<file path="src/hw/rtl/battery_runtime_estimator_core_defines.svh">
// Assertion helpers included by the core RTL file.
// The clock is clk and the reset is rst in every scope that uses them.
`ifndef BATTERY_RUNTIME_ESTIMATOR_CORE_DEFINES_SVH
`define BATTERY_RUNTIME_ESTIMATOR_CORE_DEFINES_SVH

// Consequence must hold in the same cycle as the antecedent.
`define BRE_ASSERT_IMP(label, ante, cons, msg) \
  label: assert property (@(posedge clk) disable iff (rst) (ante) |-> (cons)) \
    else $error(msg);

// Consequence must hold in the cycle after the antecedent.
`define BRE_ASSERT_NXT(label, ante, cons, msg) \
  label: assert property (@(posedge clk) disable iff (rst) (ante) |=> (cons)) \
    else $error(msg);

`endif

</file>
<file path="src/hw/rtl/bre_pkg.sv">
`default_nettype none

package bre_pkg;

  localparam int ChargeW  = 15;
  localparam int MvW      = 16;
  localparam int EpochW   = 32;
  localparam int DaysW    = 24;
  localparam int ThreshW  = 10;
  localparam int MinElapW = 16;
  localparam int CfgIdxW  = 2;
  localparam int CfgDataW = 16;

  // Division operands: the numerator is charge * elapsed * 256.
  localparam int ProdW    = ChargeW + EpochW;
  localparam int NumW     = ProdW + 8;
  localparam int DenW     = 32;
  localparam int DivSteps = NumW;
  localparam int StepW    = $clog2(DivSteps);

  localparam logic [16:0] SecPerDay = 17'd86400;

  localparam logic [ThreshW-1:0]  RiseResetMv   = 10'd40;
  localparam logic [ThreshW-1:0]  DropResetMv   = 10'd40;
  localparam logic [MinElapW-1:0] MinElapReset  = 16'd900;
  localparam logic [ChargeW-1:0]  MinDropReset  = 15'd512;

  localparam int JobDepthDef = 4;
  localparam int ResDepthDef = 2;

  typedef enum logic [CfgIdxW-1:0] {
    CFG_RISE     = 2'd0,
    CFG_DROP     = 2'd1,
    CFG_MIN_ELAP = 2'd2,
    CFG_MIN_DROP = 2'd3
  } cfg_reg_e;

  typedef struct packed {
    logic [ThreshW-1:0]  rise_threshold_mv;
    logic [ThreshW-1:0]  drop_threshold_mv;
    logic [MinElapW-1:0] min_elapsed_sec;
    logic [ChargeW-1:0]  min_drop_q8;
  } cfg_t;

  typedef struct packed {
    logic [ChargeW-1:0] charge_pct_q8;
    logic [MvW-1:0]     cell_mv;
    logic [EpochW-1:0]  epoch_sec;
  } sample_t;

  typedef struct packed {
    logic [DaysW-1:0] days_left_q8;
    logic             estimate_valid;
    logic             is_charging;
    logic             entered_charge;
  } result_t;

  // Snapshot of the tracker state after one sample, handed to the back end.
  typedef struct packed {
    logic               baseline_seen;
    logic               charging;
    logic               entered;
    logic [ChargeW-1:0] base_charge;
    logic [EpochW-1:0]  base_time;
    logic [ChargeW-1:0] last_charge;
    logic [EpochW-1:0]  last_time;
  } job_t;

endpackage

`default_nettype wire

</file>
<file path="src/hw/rtl/battery_runtime_estimator_core.sv">
// Channel   Direction  Handshake               Word
// sample    in         push / full             charge, cell mV, epoch seconds
// result    out        pop / empty             days left, valid, charging, entered
// config    in         cfg_valid / cfg_ready   register index, write data
//
// The front end takes one sample per cycle while full is low and updates the tracker state at once.
// Each estimate passes the back end in order: fetch, check, multiply, the one-bit-per-step
// divider, deliver; an invalid estimate goes from check straight to deliver.
// The back end takes no new job until the current estimate is delivered.
// full rises once the job queue fills; a stalled result holds the back end.
// Sync reset clears control and tracker state, not data words; no clearing pass is needed.
`default_nettype none

`include "battery_runtime_estimator_core_defines.svh"

module battery_runtime_estimator_core #(
  parameter int JobDepth = bre_pkg::JobDepthDef,
  parameter int ResDepth = bre_pkg::ResDepthDef
) (
  input  logic                            clk,
  input  logic                            rst,
  input  logic                            push,
  output logic                            full,
  input  bre_pkg::sample_t                sample,
  output logic                            empty,
  input  logic                            pop,
  output bre_pkg::result_t                result,
  input  logic                            cfg_valid,
  output logic                            cfg_ready,
  input  logic [bre_pkg::CfgIdxW-1:0]     cfg_index,
  input  logic [bre_pkg::CfgDataW-1:0]    cfg_data
);

  import bre_pkg::*;

  cfg_t    cfg;
  job_t    front_job;
  job_t    head_job;
  result_t back_res;
  logic    accept;
  logic    job_rd;
  logic    job_empty;
  logic    res_wr;
  logic    res_full;

  assign cfg_ready = 1'b1;
  assign accept    = push && !full;

  always_ff @(posedge clk) begin
    if (rst) begin
      cfg.rise_threshold_mv <= RiseResetMv;
      cfg.drop_threshold_mv <= DropResetMv;
      cfg.min_elapsed_sec   <= MinElapReset;
      cfg.min_drop_q8       <= MinDropReset;
    end else if (cfg_valid && cfg_ready) begin
      unique case (cfg_reg_e'(cfg_index))
        CFG_RISE:     cfg.rise_threshold_mv <= cfg_data[ThreshW-1:0];
        CFG_DROP:     cfg.drop_threshold_mv <= cfg_data[ThreshW-1:0];
        CFG_MIN_ELAP: cfg.min_elapsed_sec   <= cfg_data[MinElapW-1:0];
        CFG_MIN_DROP: cfg.min_drop_q8       <= cfg_data[ChargeW-1:0];
        default: begin
        end
      endcase
    end
  end

  bre_front u_front (
    .clk    (clk),
    .rst    (rst),
    .accept (accept),
    .sample (sample),
    .cfg    (cfg),
    .job    (front_job)
  );

  bre_queue #(
    .Width ($bits(job_t)),
    .Depth (JobDepth)
  ) u_job_queue (
    .clk     (clk),
    .rst     (rst),
    .wr      (accept),
    .wr_data (front_job),
    .rd      (job_rd),
    .rd_data (head_job),
    .full    (full),
    .empty   (job_empty)
  );

  bre_back u_back (
    .clk       (clk),
    .rst       (rst),
    .cfg       (cfg),
    .job_empty (job_empty),
    .job       (head_job),
    .job_rd    (job_rd),
    .res_full  (res_full),
    .res_wr    (res_wr),
    .res       (back_res)
  );

  bre_queue #(
    .Width ($bits(result_t)),
    .Depth (ResDepth)
  ) u_res_queue (
    .clk     (clk),
    .rst     (rst),
    .wr      (res_wr),
    .wr_data (back_res),
    .rd      (pop),
    .rd_data (result),
    .full    (res_full),
    .empty   (empty)
  );

  `BRE_ASSERT_IMP(a_invalid_zero, !empty && !result.estimate_valid,
                  result.days_left_q8 == '0, "invalid estimate carries nonzero days")
  `BRE_ASSERT_IMP(a_charge_invalid, !empty && result.is_charging,
                  !result.estimate_valid, "estimate marked valid while charging")
  `BRE_ASSERT_IMP(a_entered_charging, !empty && result.entered_charge,
                  result.is_charging, "charge entry reported without charging")
  `BRE_ASSERT_NXT(a_job_queued, push && !full, !job_empty,
                  "accepted sample did not reach the job queue")

endmodule

`default_nettype wire

</file>
<file path="src/hw/rtl/bre_queue.sv">
`default_nettype none

module bre_queue #(
  parameter int Width = 8,
  parameter int Depth = 4
) (
  input  logic             clk,
  input  logic             rst,
  input  logic             wr,
  input  logic [Width-1:0] wr_data,
  input  logic             rd,
  output logic [Width-1:0] rd_data,
  output logic             full,
  output logic             empty
);

  localparam int AddrW = (Depth > 1) ? $clog2(Depth) : 1;
  localparam int CntW  = $clog2(Depth + 1);

  logic [Width-1:0] entries [Depth];
  logic [AddrW-1:0] wr_ptr;
  logic [AddrW-1:0] rd_ptr;
  logic [CntW-1:0]  count;
  logic             do_wr;
  logic             do_rd;

  assign full    = (count == CntW'(Depth));
  assign empty   = (count == '0);
  assign do_wr   = wr && !full;
  assign do_rd   = rd && !empty;
  assign rd_data = entries[rd_ptr];

  always_ff @(posedge clk) begin
    if (do_wr) begin
      entries[wr_ptr] <= wr_data;
    end
  end

  always_ff @(posedge clk) begin
    if (rst) begin
      wr_ptr <= '0;
      rd_ptr <= '0;
      count  <= '0;
    end else begin
      if (do_wr) begin
        wr_ptr <= (wr_ptr == AddrW'(Depth - 1)) ? '0 : wr_ptr + 1'b1;
      end
      if (do_rd) begin
        rd_ptr <= (rd_ptr == AddrW'(Depth - 1)) ? '0 : rd_ptr + 1'b1;
      end
      if (do_wr && !do_rd) begin
        count <= count + 1'b1;
      end else if (do_rd && !do_wr) begin
        count <= count - 1'b1;
      end
    end
  end

endmodule

`default_nettype wire

</file>
<file path="src/hw/rtl/bre_front.sv">
`default_nettype none

module bre_front (
  input  logic            clk,
  input  logic            rst,
  input  logic            accept,
  input  bre_pkg::sample_t sample,
  input  bre_pkg::cfg_t   cfg,
  output bre_pkg::job_t   job
);

  import bre_pkg::*;

  typedef enum logic [2:0] {
    MODE_SETTLE = 3'b001,
    MODE_DRAIN  = 3'b010,
    MODE_FILL   = 3'b100
  } dir_e;

  logic               baseline_seen, baseline_seen_next;
  logic [ChargeW-1:0] base_charge, base_charge_next;
  logic [EpochW-1:0]  base_time, base_time_next;
  logic [ChargeW-1:0] last_charge, last_charge_next;
  logic [EpochW-1:0]  last_time, last_time_next;
  logic               detector_seen, detector_seen_next;
  logic [MvW-1:0]     pivot_mv, pivot_mv_next;
  dir_e               direction, direction_next;
  logic               entered;
  logic               rise_hit;
  logic               drop_hit;

  // Compare in 18 bits so that the threshold offsets never wrap.
  assign rise_hit = ({2'b00, sample.cell_mv} >=
                     ({2'b00, pivot_mv} + {8'b0, cfg.rise_threshold_mv}));
  assign drop_hit = ({2'b00, pivot_mv} >=
                     ({2'b00, sample.cell_mv} + {8'b0, cfg.drop_threshold_mv}));

  always_comb begin
    baseline_seen_next = baseline_seen;
    base_charge_next   = base_charge;
    base_time_next     = base_time;
    last_charge_next   = last_charge;
    last_time_next     = last_time;
    detector_seen_next = detector_seen;
    pivot_mv_next      = pivot_mv;
    direction_next     = direction;
    entered            = 1'b0;
    // A sample without a valid time leaves everything as it was.
    if (sample.epoch_sec != '0) begin
      if (!baseline_seen) begin
        baseline_seen_next = 1'b1;
        base_charge_next   = sample.charge_pct_q8;
        base_time_next     = sample.epoch_sec;
      end
      last_charge_next = sample.charge_pct_q8;
      last_time_next   = sample.epoch_sec;
      priority if (!detector_seen) begin
        detector_seen_next = 1'b1;
        pivot_mv_next      = sample.cell_mv;
        direction_next     = MODE_SETTLE;
      end else if (rise_hit) begin
        entered        = (direction != MODE_FILL);
        direction_next = MODE_FILL;
        pivot_mv_next  = sample.cell_mv;
      end else if (drop_hit) begin
        direction_next = MODE_DRAIN;
        pivot_mv_next  = sample.cell_mv;
      end else begin
        pivot_mv_next = pivot_mv;
      end
      // Going into charge restarts the baseline at this sample.
      if (entered) begin
        base_charge_next = sample.charge_pct_q8;
        base_time_next   = sample.epoch_sec;
      end
    end
  end

  always_comb begin
    job.baseline_seen = baseline_seen_next;
    job.charging      = (direction_next == MODE_FILL);
    job.entered       = entered;
    job.base_charge   = base_charge_next;
    job.base_time     = base_time_next;
    job.last_charge   = last_charge_next;
    job.last_time     = last_time_next;
  end

  always_ff @(posedge clk) begin
    if (rst) begin
      baseline_seen <= 1'b0;
      base_charge   <= '0;
      base_time     <= '0;
      last_charge   <= '0;
      last_time     <= '0;
      detector_seen <= 1'b0;
      pivot_mv      <= '0;
      direction     <= MODE_SETTLE;
    end else if (accept) begin
      baseline_seen <= baseline_seen_next;
      base_charge   <= base_charge_next;
      base_time     <= base_time_next;
      last_charge   <= last_charge_next;
      last_time     <= last_time_next;
      detector_seen <= detector_seen_next;
      pivot_mv      <= pivot_mv_next;
      direction     <= direction_next;
    end
  end

endmodule

`default_nettype wire

</file>
<file path="src/hw/rtl/bre_back.sv">
`default_nettype none

module bre_back (
  input  logic             clk,
  input  logic             rst,
  input  bre_pkg::cfg_t    cfg,
  input  logic             job_empty,
  input  bre_pkg::job_t    job,
  output logic             job_rd,
  input  logic             res_full,
  output logic             res_wr,
  output bre_pkg::result_t res
);

  import bre_pkg::*;

  typedef enum logic [4:0] {
    S_IDLE  = 5'b00001,
    S_CHECK = 5'b00010,
    S_MUL   = 5'b00100,
    S_DIV   = 5'b01000,
    S_DONE  = 5'b10000
  } state_e;

  state_e             state;
  logic [EpochW-1:0]  elapsed;
  logic [ChargeW-1:0] consumed;
  logic [ChargeW-1:0] last_charge;
  logic               pre_ok;
  logic               charging;
  logic               entered;
  logic               est_ok;
  logic [DenW-1:0]    den;
  logic [NumW-1:0]    num;
  logic [DenW-1:0]    rem;
  logic [StepW-1:0]   step;
  logic [EpochW:0]    time_diff;
  logic [DenW:0]      rem_sh;
  logic               q_bit;
  logic [ProdW-1:0]   prod;
  logic               check_ok;

  assign job_rd    = (state == S_IDLE) && !job_empty;
  assign res_wr    = (state == S_DONE) && !res_full;
  assign time_diff = {1'b0, job.last_time} - {1'b0, job.base_time};
  assign check_ok  = pre_ok && ({16'b0, cfg.min_elapsed_sec} <= elapsed) &&
                     (consumed >= cfg.min_drop_q8);
  assign prod      = ProdW'(last_charge) * ProdW'(elapsed);
  // Restoring division: the numerator shifts out at the top while the
  // quotient bits shift in at the bottom of the same register.
  assign rem_sh    = {rem, num[NumW-1]};
  assign q_bit     = (rem_sh >= {1'b0, den});

  always_comb begin
    res.estimate_valid = est_ok;
    res.is_charging    = charging;
    res.entered_charge = entered;
    if (!est_ok) begin
      res.days_left_q8 = '0;
    end else if (|num[NumW-1:DaysW]) begin
      res.days_left_q8 = '1;
    end else begin
      res.days_left_q8 = num[DaysW-1:0];
    end
  end

  always_ff @(posedge clk) begin
    unique case (state)
      S_IDLE: begin
        if (!job_empty) begin
          elapsed     <= time_diff[EpochW] ? '0 : time_diff[EpochW-1:0];
          consumed    <= job.base_charge - job.last_charge;
          last_charge <= job.last_charge;
          pre_ok      <= job.baseline_seen && !job.charging &&
                         (job.base_charge > job.last_charge);
          charging    <= job.charging;
          entered     <= job.entered;
        end
      end
      S_CHECK: begin
        est_ok <= check_ok;
        den    <= DenW'(consumed) * DenW'(SecPerDay);
      end
      S_MUL: begin
        num <= {prod, 8'b0};
        rem <= '0;
      end
      S_DIV: begin
        rem <= q_bit ? DenW'(rem_sh - {1'b0, den}) : rem_sh[DenW-1:0];
        num <= {num[NumW-2:0], q_bit};
      end
      S_DONE: begin
      end
      default: begin
      end
    endcase
  end

  always_ff @(posedge clk) begin
    if (rst) begin
      state <= S_IDLE;
      step  <= '0;
    end else begin
      unique case (state)
        S_IDLE: begin
          if (!job_empty) begin
            state <= S_CHECK;
          end
        end
        S_CHECK: begin
          state <= check_ok ? S_MUL : S_DONE;
        end
        S_MUL: begin
          step  <= '0;
          state <= S_DIV;
        end
        S_DIV: begin
          step <= step + 1'b1;
          if (step == StepW'(DivSteps - 1)) begin
            state <= S_DONE;
          end
        end
        S_DONE: begin
          if (!res_full) begin
            state <= S_IDLE;
          end
        end
        default: begin
          state <= S_IDLE;
        end
      endcase
    end
  end

endmodule

`default_nettype wire

</file>
<file path="config.mk">
export PLATFORM = sky130hd
export DESIGN_NAME = battery_runtime_estimator_core
export DESIGN_NICKNAME = d
export VERILOG_FILES = /design/src/hw/rtl/bre_pkg.sv /design/src/hw/rtl/battery_runtime_estimator_core.sv /design/src/hw/rtl/bre_queue.sv /design/src/hw/rtl/bre_front.sv /design/src/hw/rtl/bre_back.sv
export VERILOG_INCLUDE_DIRS = /design/src /design/src/hw/rtl
export SDC_FILE = /design/constraint.sdc
export NUM_CORES = 2
export LEC_CHECK = 0
export ABC_AREA = 1
export BUFFER_PORTS_ARGS = -buffer_cell sky130_fd_sc_hd__buf_4
export CAP_MARGIN = 20
export CORE_ASPECT_RATIO = 1.25
export CORE_MARGIN = 2
export CORE_UTILIZATION = 55
export DETAILED_ROUTE_END_ITERATION = 10
export GPL_TIMING_DRIVEN = 1
export PLACE_DENSITY = 0.72
export SETUP_SLACK_MARGIN = 0.1
export SLEW_MARGIN = 10
export SYNTH_ARGS = -nofsm -noshare
export SYNTH_HDL_FRONTEND = slang
export SYNTH_HIERARCHICAL = 1
export SYNTH_SLANG_ARGS = --single-unit
</file>
<file path="constraint.sdc">
create_clock -name clk -period 11 [get_ports clk]
set_clock_uncertainty 0.2 [all_clocks]
set_input_delay 1.1 -clock clk [delete_from_list [all_inputs] [get_ports clk]]
set_output_delay 1.1 -clock clk [all_outputs]
set_load 0.02 [all_outputs]
</file>
# Word level (Yosys, flattened, before mapping)
# Memories as Yosys holds them, arrays and structs flattened. A register that Yosys moved wholly into a read port is not among the register bits.
# Cells that the tools add are included.
[totals]
elab_cells = 161
mem_bits_rw = 442
ff_bits = 366
memories = 2
input_bits = 86
out_inout_bits = 30
[op_classes]
eq_ne = 19
n_mux = 47
add_sub_neg = 14
bitwise = 1
n_reduce_logical = 40
n_lt_le_gt_ge = 6
n_mul = 2
[mem_list]
columns = ["memory", "depth", "word_bits", "rd", "rd_ports_with_merged_regs", "write_ports", "line", "rtl"]
rows = [
  ["u_job_queue.entries", 4, 97, 1, 1, 1, "bre_queue.sv:20", "logic [Width-1:0] entries [Depth];"],
  ["u_res_queue.entries", 2, 27, 1, 1, 1, "bre_queue.sv:20", ""],
]
[op_table]
columns = ["op", "n"]
rows = [
  ["$mux 32", 5],
  ["$pmux 55 s2", 1],
  ["$pmux 32 s2", 1],
  ["$mux 15", 4],
  ["$mux 16", 3],
  ["$mux 24", 2],
  ["$mul 15x32->47", 1],
  ["$ge 16x18->1", 2],
  ["$add 16x10->17", 2],
  ["$ge 33x32->1", 1],
  ["$sub 32x32->33", 1],
  ["$le 16x32->1", 1],
  ["$reduce_bool 32->1", 1],
  ["$sub 32x32->32", 1],
  ["$reduce_or 31->1", 1],
  ["$mul 15x10->25 const B", 1],
  ["$pmux 5 s5", 1],
  ["$mux 5", 4],
  ["$mux 3", 6],
  ["$ge 15x15->1", 1],
  ["$gt 15x15->1", 1],
  ["$logic_and 1x1->1", 15],
  ["$sub 15x15->15", 1],
  ["$mux 1", 13],
  ["other kinds (27)", 59],
]

# Depth between registers and ports, before layout
[depth]
depth_word = 8
mapped_depth = 29
mapped_depth_nobuf = 27

# By module
# The synthesis kept the hierarchy.
[modules_own_cells]
columns = ["module", "area_per_inst_um2", "seq_area_each_um2", "cells_each", "n_inst"]
rows = [
  ["bre_back", 31522.7, 5565.3, 4116, 1],
  ["bre_queue at u_job_queue", 14844.2, 11831.3, 1008, 1],
  ["bre_front", 8607.0, 2302.2, 1336, 1],
  ["bre_queue at u_res_queue", 2304.7, 1721.7, 121, 1],
  ["battery_runtime_estimator_core", 2113.3, 1021.0, 319, 1],
]

# Worst setup path after synthesis
# Ideal clock, no wire load.
[synth_timing]
path_type = "input to register"
start = "input port push"
end = "memory u_job_queue/entries[0][0] (netlist bit), enable pin"
required_time_ns = 10.246
setup_ns = 0.554
setup_slack_ns = 4.572
arrival_time_ns = 5.674
n_path_buf = 0
path_stages = 4
path_cell_list = "inv_1 nor2_1 nand2_1 nor2_1"
[synth_between]
elab_chain_len = 4
[synth_lines]
columns = ["element", "line", "rtl"]
rows = [
  ["from (decl)", "battery_runtime_estimator_core.sv:22", "input logic push,"],
  ["$logic_and 1x1->1", "battery_runtime_estimator_core.sv:47", "assign accept = push && !full;"],
  ["via accept", "battery_runtime_estimator_core.sv:40", "logic accept;"],
  ["$logic_and 1x1->1", "bre_queue.sv:29", "assign do_wr = wr && !full;"],
  ["$mux 1", "bre_queue.sv:34", "if (do_wr) begin"],
  ["$mux 1 (implied by the code)", "bre_queue.sv:35", "entries[wr_ptr] <= wr_data;"],
  ["to (decl)", "bre_queue.sv:20", ""],
]
# The timed path passes the listed nets, and every way through them passes these cells.

# Worst setup path after layout
[layout_timing]
start = "register u_back.elapsed[8]"
end = "register u_back.num[26] (data pin)"
[layout_between]
elab_chain_len = 2
[layout_lines]
columns = ["element", "line", "rtl"]
rows = [
  ["from (decl)", "bre_back.sv:26", "logic [EpochW-1:0] elapsed;"],
  ["from (signal assigned)", "bre_back.sv:71", "elapsed <= time_diff[EpochW] ? '0 : time_diff[EpochW-1:0];"],
  ["$mul 15x32->47", "bre_back.sv:48", "assign prod = ProdW'(last_charge) * ProdW'(elapsed);"],
  ["$pmux 55 s2", "bre_back.sv:68", "unique case (state)"],
  ["to (signal assigned)", "bre_back.sv:85", "num <= {prod, 8'b0};"],
  ["to (signal assigned)", "bre_back.sv:90", "num <= {num[NumW-2:0], q_bit};"],
  ["to (decl)", "bre_back.sv:34", "logic [NumW-1:0] num;"],
]
# No other way between the ends.
# A chain may end at the register's enable or synchronous reset.

==> results.txt <==
----------------------------------------------------
[Status]
  Status ... complete, no violations

[Logic synthesis]
  Count of cell types in the netlist ... 63
  Share of Yosys cell area claimed by the top area cell type ... 0.313
  Proportion of synthesized chip area in sequential cells ... 0.378
  Largest cells by area after synthesis ... edfxtp_1, fa_1, nand2_1
  Number of enable-type register cells in the synthesized netlist ... 620
  Avg Cell Area, Syn ... 8.61 sq um
  Most area-hungry cell type in the Yosys netlist ... edfxtp_1
  Gate count after technology mapping ... 6900
  Fraction of synthesis flops using an asynchronous set or reset pin ... 0
  Synthesized netlist net count ... approximately 7800
  Flip-flop cell with the highest count after synthesis ... edfxtp_1
  Ys Warns ... 6
  Number of synthesized register bits ... 811
  Cell area after technology mapping ... just under 60000 sq um

[Job]
  Number of maximum-capacitance violations ... 0

[Clock network]
  H-tree levels ... 3
  Setup Buffers After CTS ... 0
  Cts hold-fix bufs ... 0
  Cell at the root of the clock tree ... clkbuf_16
  Reg clk slew, reported paths ... 0.06 ns
  CTS tree ... built
  Sink count of the clock tree ... 811
  Number of buffers on the longest clock path ... 3
  Latest clock arrival within the worst-skew pair ... ~0.7 ns
  TritonCTS buffer count ... 84
  Post-CTS Resized ... 0

[Detailed routing]
  Post-route antenna net violation count ... 0
  Wirelength per Cell ... 17.5 um
  Vias per std cell ... ~5.4
  Number of optimization iterations in the first detailed-route pass ... 6
  Vias ... 45100
  Post-detailed-route DRC marker count ... 0
  Wirelength, routed ... 146 mm
  Drt initial violations ... 3579

[Global routing]
  Global-route wire length before repair ... 236 mm
  Initial antenna violation count ... 2
  Vias in the first global route ... around 45000
  Residual overflow from global routing ... 0
  Largest net degree at the start of global routing ... ~130
  Global-route usage over all layers ... 0.266

[Critical path]
  Required @ worst endpoint ... ~11 ns
  Critical path class ... register to register
  Startpoint types ... register
  Endpoint arrival time on the critical path ... between 7 and 8 ns
  Endpoint class of the critical path ... register
  Worst Path Max Fanout ... 16

[Floorplanning]
  Core region area ... 107000 sq um
  Effective utilization at floorplan ... 0.555
  Die ar. ... around 110000 sq um
  DIE WIDTH ... 298 um
  Die Span Y ... 371 um
  Row count ... about 130
  Top-level port count ... between 100 and 150

[STA]
  Maximum achievable frequency ... 143 MHz
  Minimum clock period after layout ... 6.97 ns
  Hold Slack ... 0.257 ns
  Hold Violations, Final ... 0
  Worst slew margin relative to its limit ... 0.285
  Setup TNS Final ... 0 ns
  Final number of max-transition violations ... 0
  Final setup vio count ... 0
  Slew at the pin with the worst max-slew slack ... approximately 1.1 ns
  Final period util ... 0.634
  RSZ-0062 raised after global routing ... no

[Placed design]
  Dpl hpwl ... 105 mm
  Final GP Congestion ... 0.942
  Number of port buffers ... 114

[Layout]
  Layout Nets ... a little under 8000
  Number of filler cells placed in the layout ... 9269
  Area growth from synthesis to layout ... 7.83%
  Fraction of layout cells with a size suffix above 1 ... 0.0686

[Hold path]
  Path type of the worst min-delay path ... register to register

----------------------------------------------------
through the flow:
step                cell area [sq um]  setup slack (ns)  cells  utilization
finish                          64000              4.03   8359        0.599
global route                    64000              3.90   8359        0.599
CTS                             64000              4.11   8356        0.599
detailed placement              61000              4.13   8198        0.570
global placement                61000              4.11   8197        0.570
floorplan                       59400              4.57   6900            -
critical path, cell delays in order (launching register included):
cell      delay, ns
edfxtp_1       0.73
nand2_1        0.18
inv_1          0.07
fa_1           0.52
inv_1          0.05
fa_1           0.53
inv_1          0.07
fa_1           0.55
fa_1           0.45
fa_1           0.54
inv_1          0.05
fa_1           0.52
inv_1          0.04
ha_1           0.36
a21oi_1        0.24
a21boi_0       0.61
nand2_1        0.38
a21oi_1        0.25
xor2_1         0.22
o21ai_0        0.10
cell usage in the layout (no fill, tap or decap), types with 12 or more instances in the layout:
| cell type | count |
|---|---|
| a31oi_1 | 12 |
| nor2_2 | 47 |
| nor3_1 | 43 |
| a21oi_2 | 12 |
| o21bai_1 | 13 |
| o21ai_0 | 317 |
| a21o_1 | 25 |
| nand3_1 | 163 |
| ha_1 | 356 |
| o21ai_1 | 154 |
| nand4_1 | 63 |
| nand2_1 | 1356 |
| a21oi_1 | 337 |
| clkinv_1 | 15 |
| inv_1 | 1345 |
| a211oi_1 | 50 |
| dfxtp_1 | 189 |
| mux2_4 | 20 |
| nor2_1 | 678 |
| o22ai_1 | 99 |
| clkinvlp_4 | 12 |
| bufinv_16 | 14 |
| nor4_1 | 21 |
| xnor2_1 | 42 |
| edfxtp_1 | 620 |
| nand3b_1 | 18 |
| buf_4 | 160 |
| fa_1 | 422 |
| clkbuf_16 | 85 |
| o21a_1 | 14 |
| xor2_1 | 62 |
| nor2_4 | 35 |
cells by family after synthesis:
family                   count (synthesis)  share of synthesized area
AND/OR/NAND/NOR                       2469                      0.174
buffers and inverters                 1649                      0.111
AO/OA/AOI/OAI                         1061                     0.0984
flip-flops                             811                      0.378
adder cells (fa/ha/maj)                778                      0.217
XOR/XNOR                               104                     0.0153
multiplexers                            27                    0.00638
other                                    1                  0.0000631
path summary, 6_finish.rpt:
kind | from | endpoint | slack, ns | cells after the start
setup / recovery | u_back/elapsed[8]$_SDFFCE_PN0P_ | u_back/num[26]$_DFFE_PP_ | 4.03 | 19
hold / removal | cfg[9]$_SDFFE_PP1P_ | cfg[9]$_SDFFE_PP1P_ | 0.26 | 2
setup reg to reg | u_back/elapsed[8]$_SDFFCE_PN0P_ | u_back/num[26]$_DFFE_PP_ | 4.03 | 19
hold reg to reg | cfg[9]$_SDFFE_PP1P_ | cfg[9]$_SDFFE_PP1P_ | 0.26 | 2
area by class of cell:
| cell class | count | area, sq um | share of cell area |
|---|---|---|---|
| Clock buffer | 98 | 2220 | 0.0346 |
| Inverter | 1358 | 5110 | 0.0798 |
| Tap cell | 1428 | 1790 | 0.0279 |
| Clock inverter | 60 | 828 | 0.0129 |
| Timing Repair Buffer | 162 | 1230 | 0.0192 |
| Sequential cell | 811 | 22400 | 0.350 |
| Multi-Input combinational cell | 4440 | 30400 | 0.475 |
| Antenna cell | 2 | 5.00 | 0.0000781 |
synthesized netlist by cell type (6+ instances only):
cell and count:
mux2_2 7, nand3b_1 18, inv_2 6, buf_2 35, a31oi_1 12, nor2_2 45
mux2_4 20, buf_12 9, buf_4 10, nand3_1 164, nor2_4 28, nor3_1 44
nand2_1 1357, or2_2 11, fa_1 422, a21o_1 25, a21oi_1 337, o22ai_1 99
a21boi_0 8, a211oi_1 50, clkbuf_1 205, ha_1 356, buf_1 6, o21ai_1 154
nand2_2 9, nand4_1 63, edfxtp_1 620, dfxtp_1 191, nor2_1 687, o21bai_1 13
buf_6 22, xor2_1 62, nor4_1 21, xnor2_1 42, a21oi_2 12, o21a_1 14
inv_1 1346, o21ai_0 317
flip-flops by register name, summed over array words and instances, names as in the netlist, 16 cells and up, named ones only:
signal / cells
u_front/pivot_mv: 16
u_job_queue/entries: 388
u_back/rem: 32
u_front/base_time: 32
u_back/elapsed: 32
u_res_queue/entries: 54
cfg: 51
u_back/den: 25
u_back/num: 55
u_front/last_time: 32
layer usage:
layer  part of all wire  vias up  wire [um]  GRT usage
li1                   -    21800          -          -
met1               0.41    21600      60400      0.337
met2               0.50     1439      72700      0.469
met3              0.059      296       8610     0.0362
met4              0.032        0       4660     0.0939
met5                  0        -          0          0
Power is left out: the tool's default activity adds up to more than one toggle a clock period on the data nets, which glitch-free logic cannot reach.
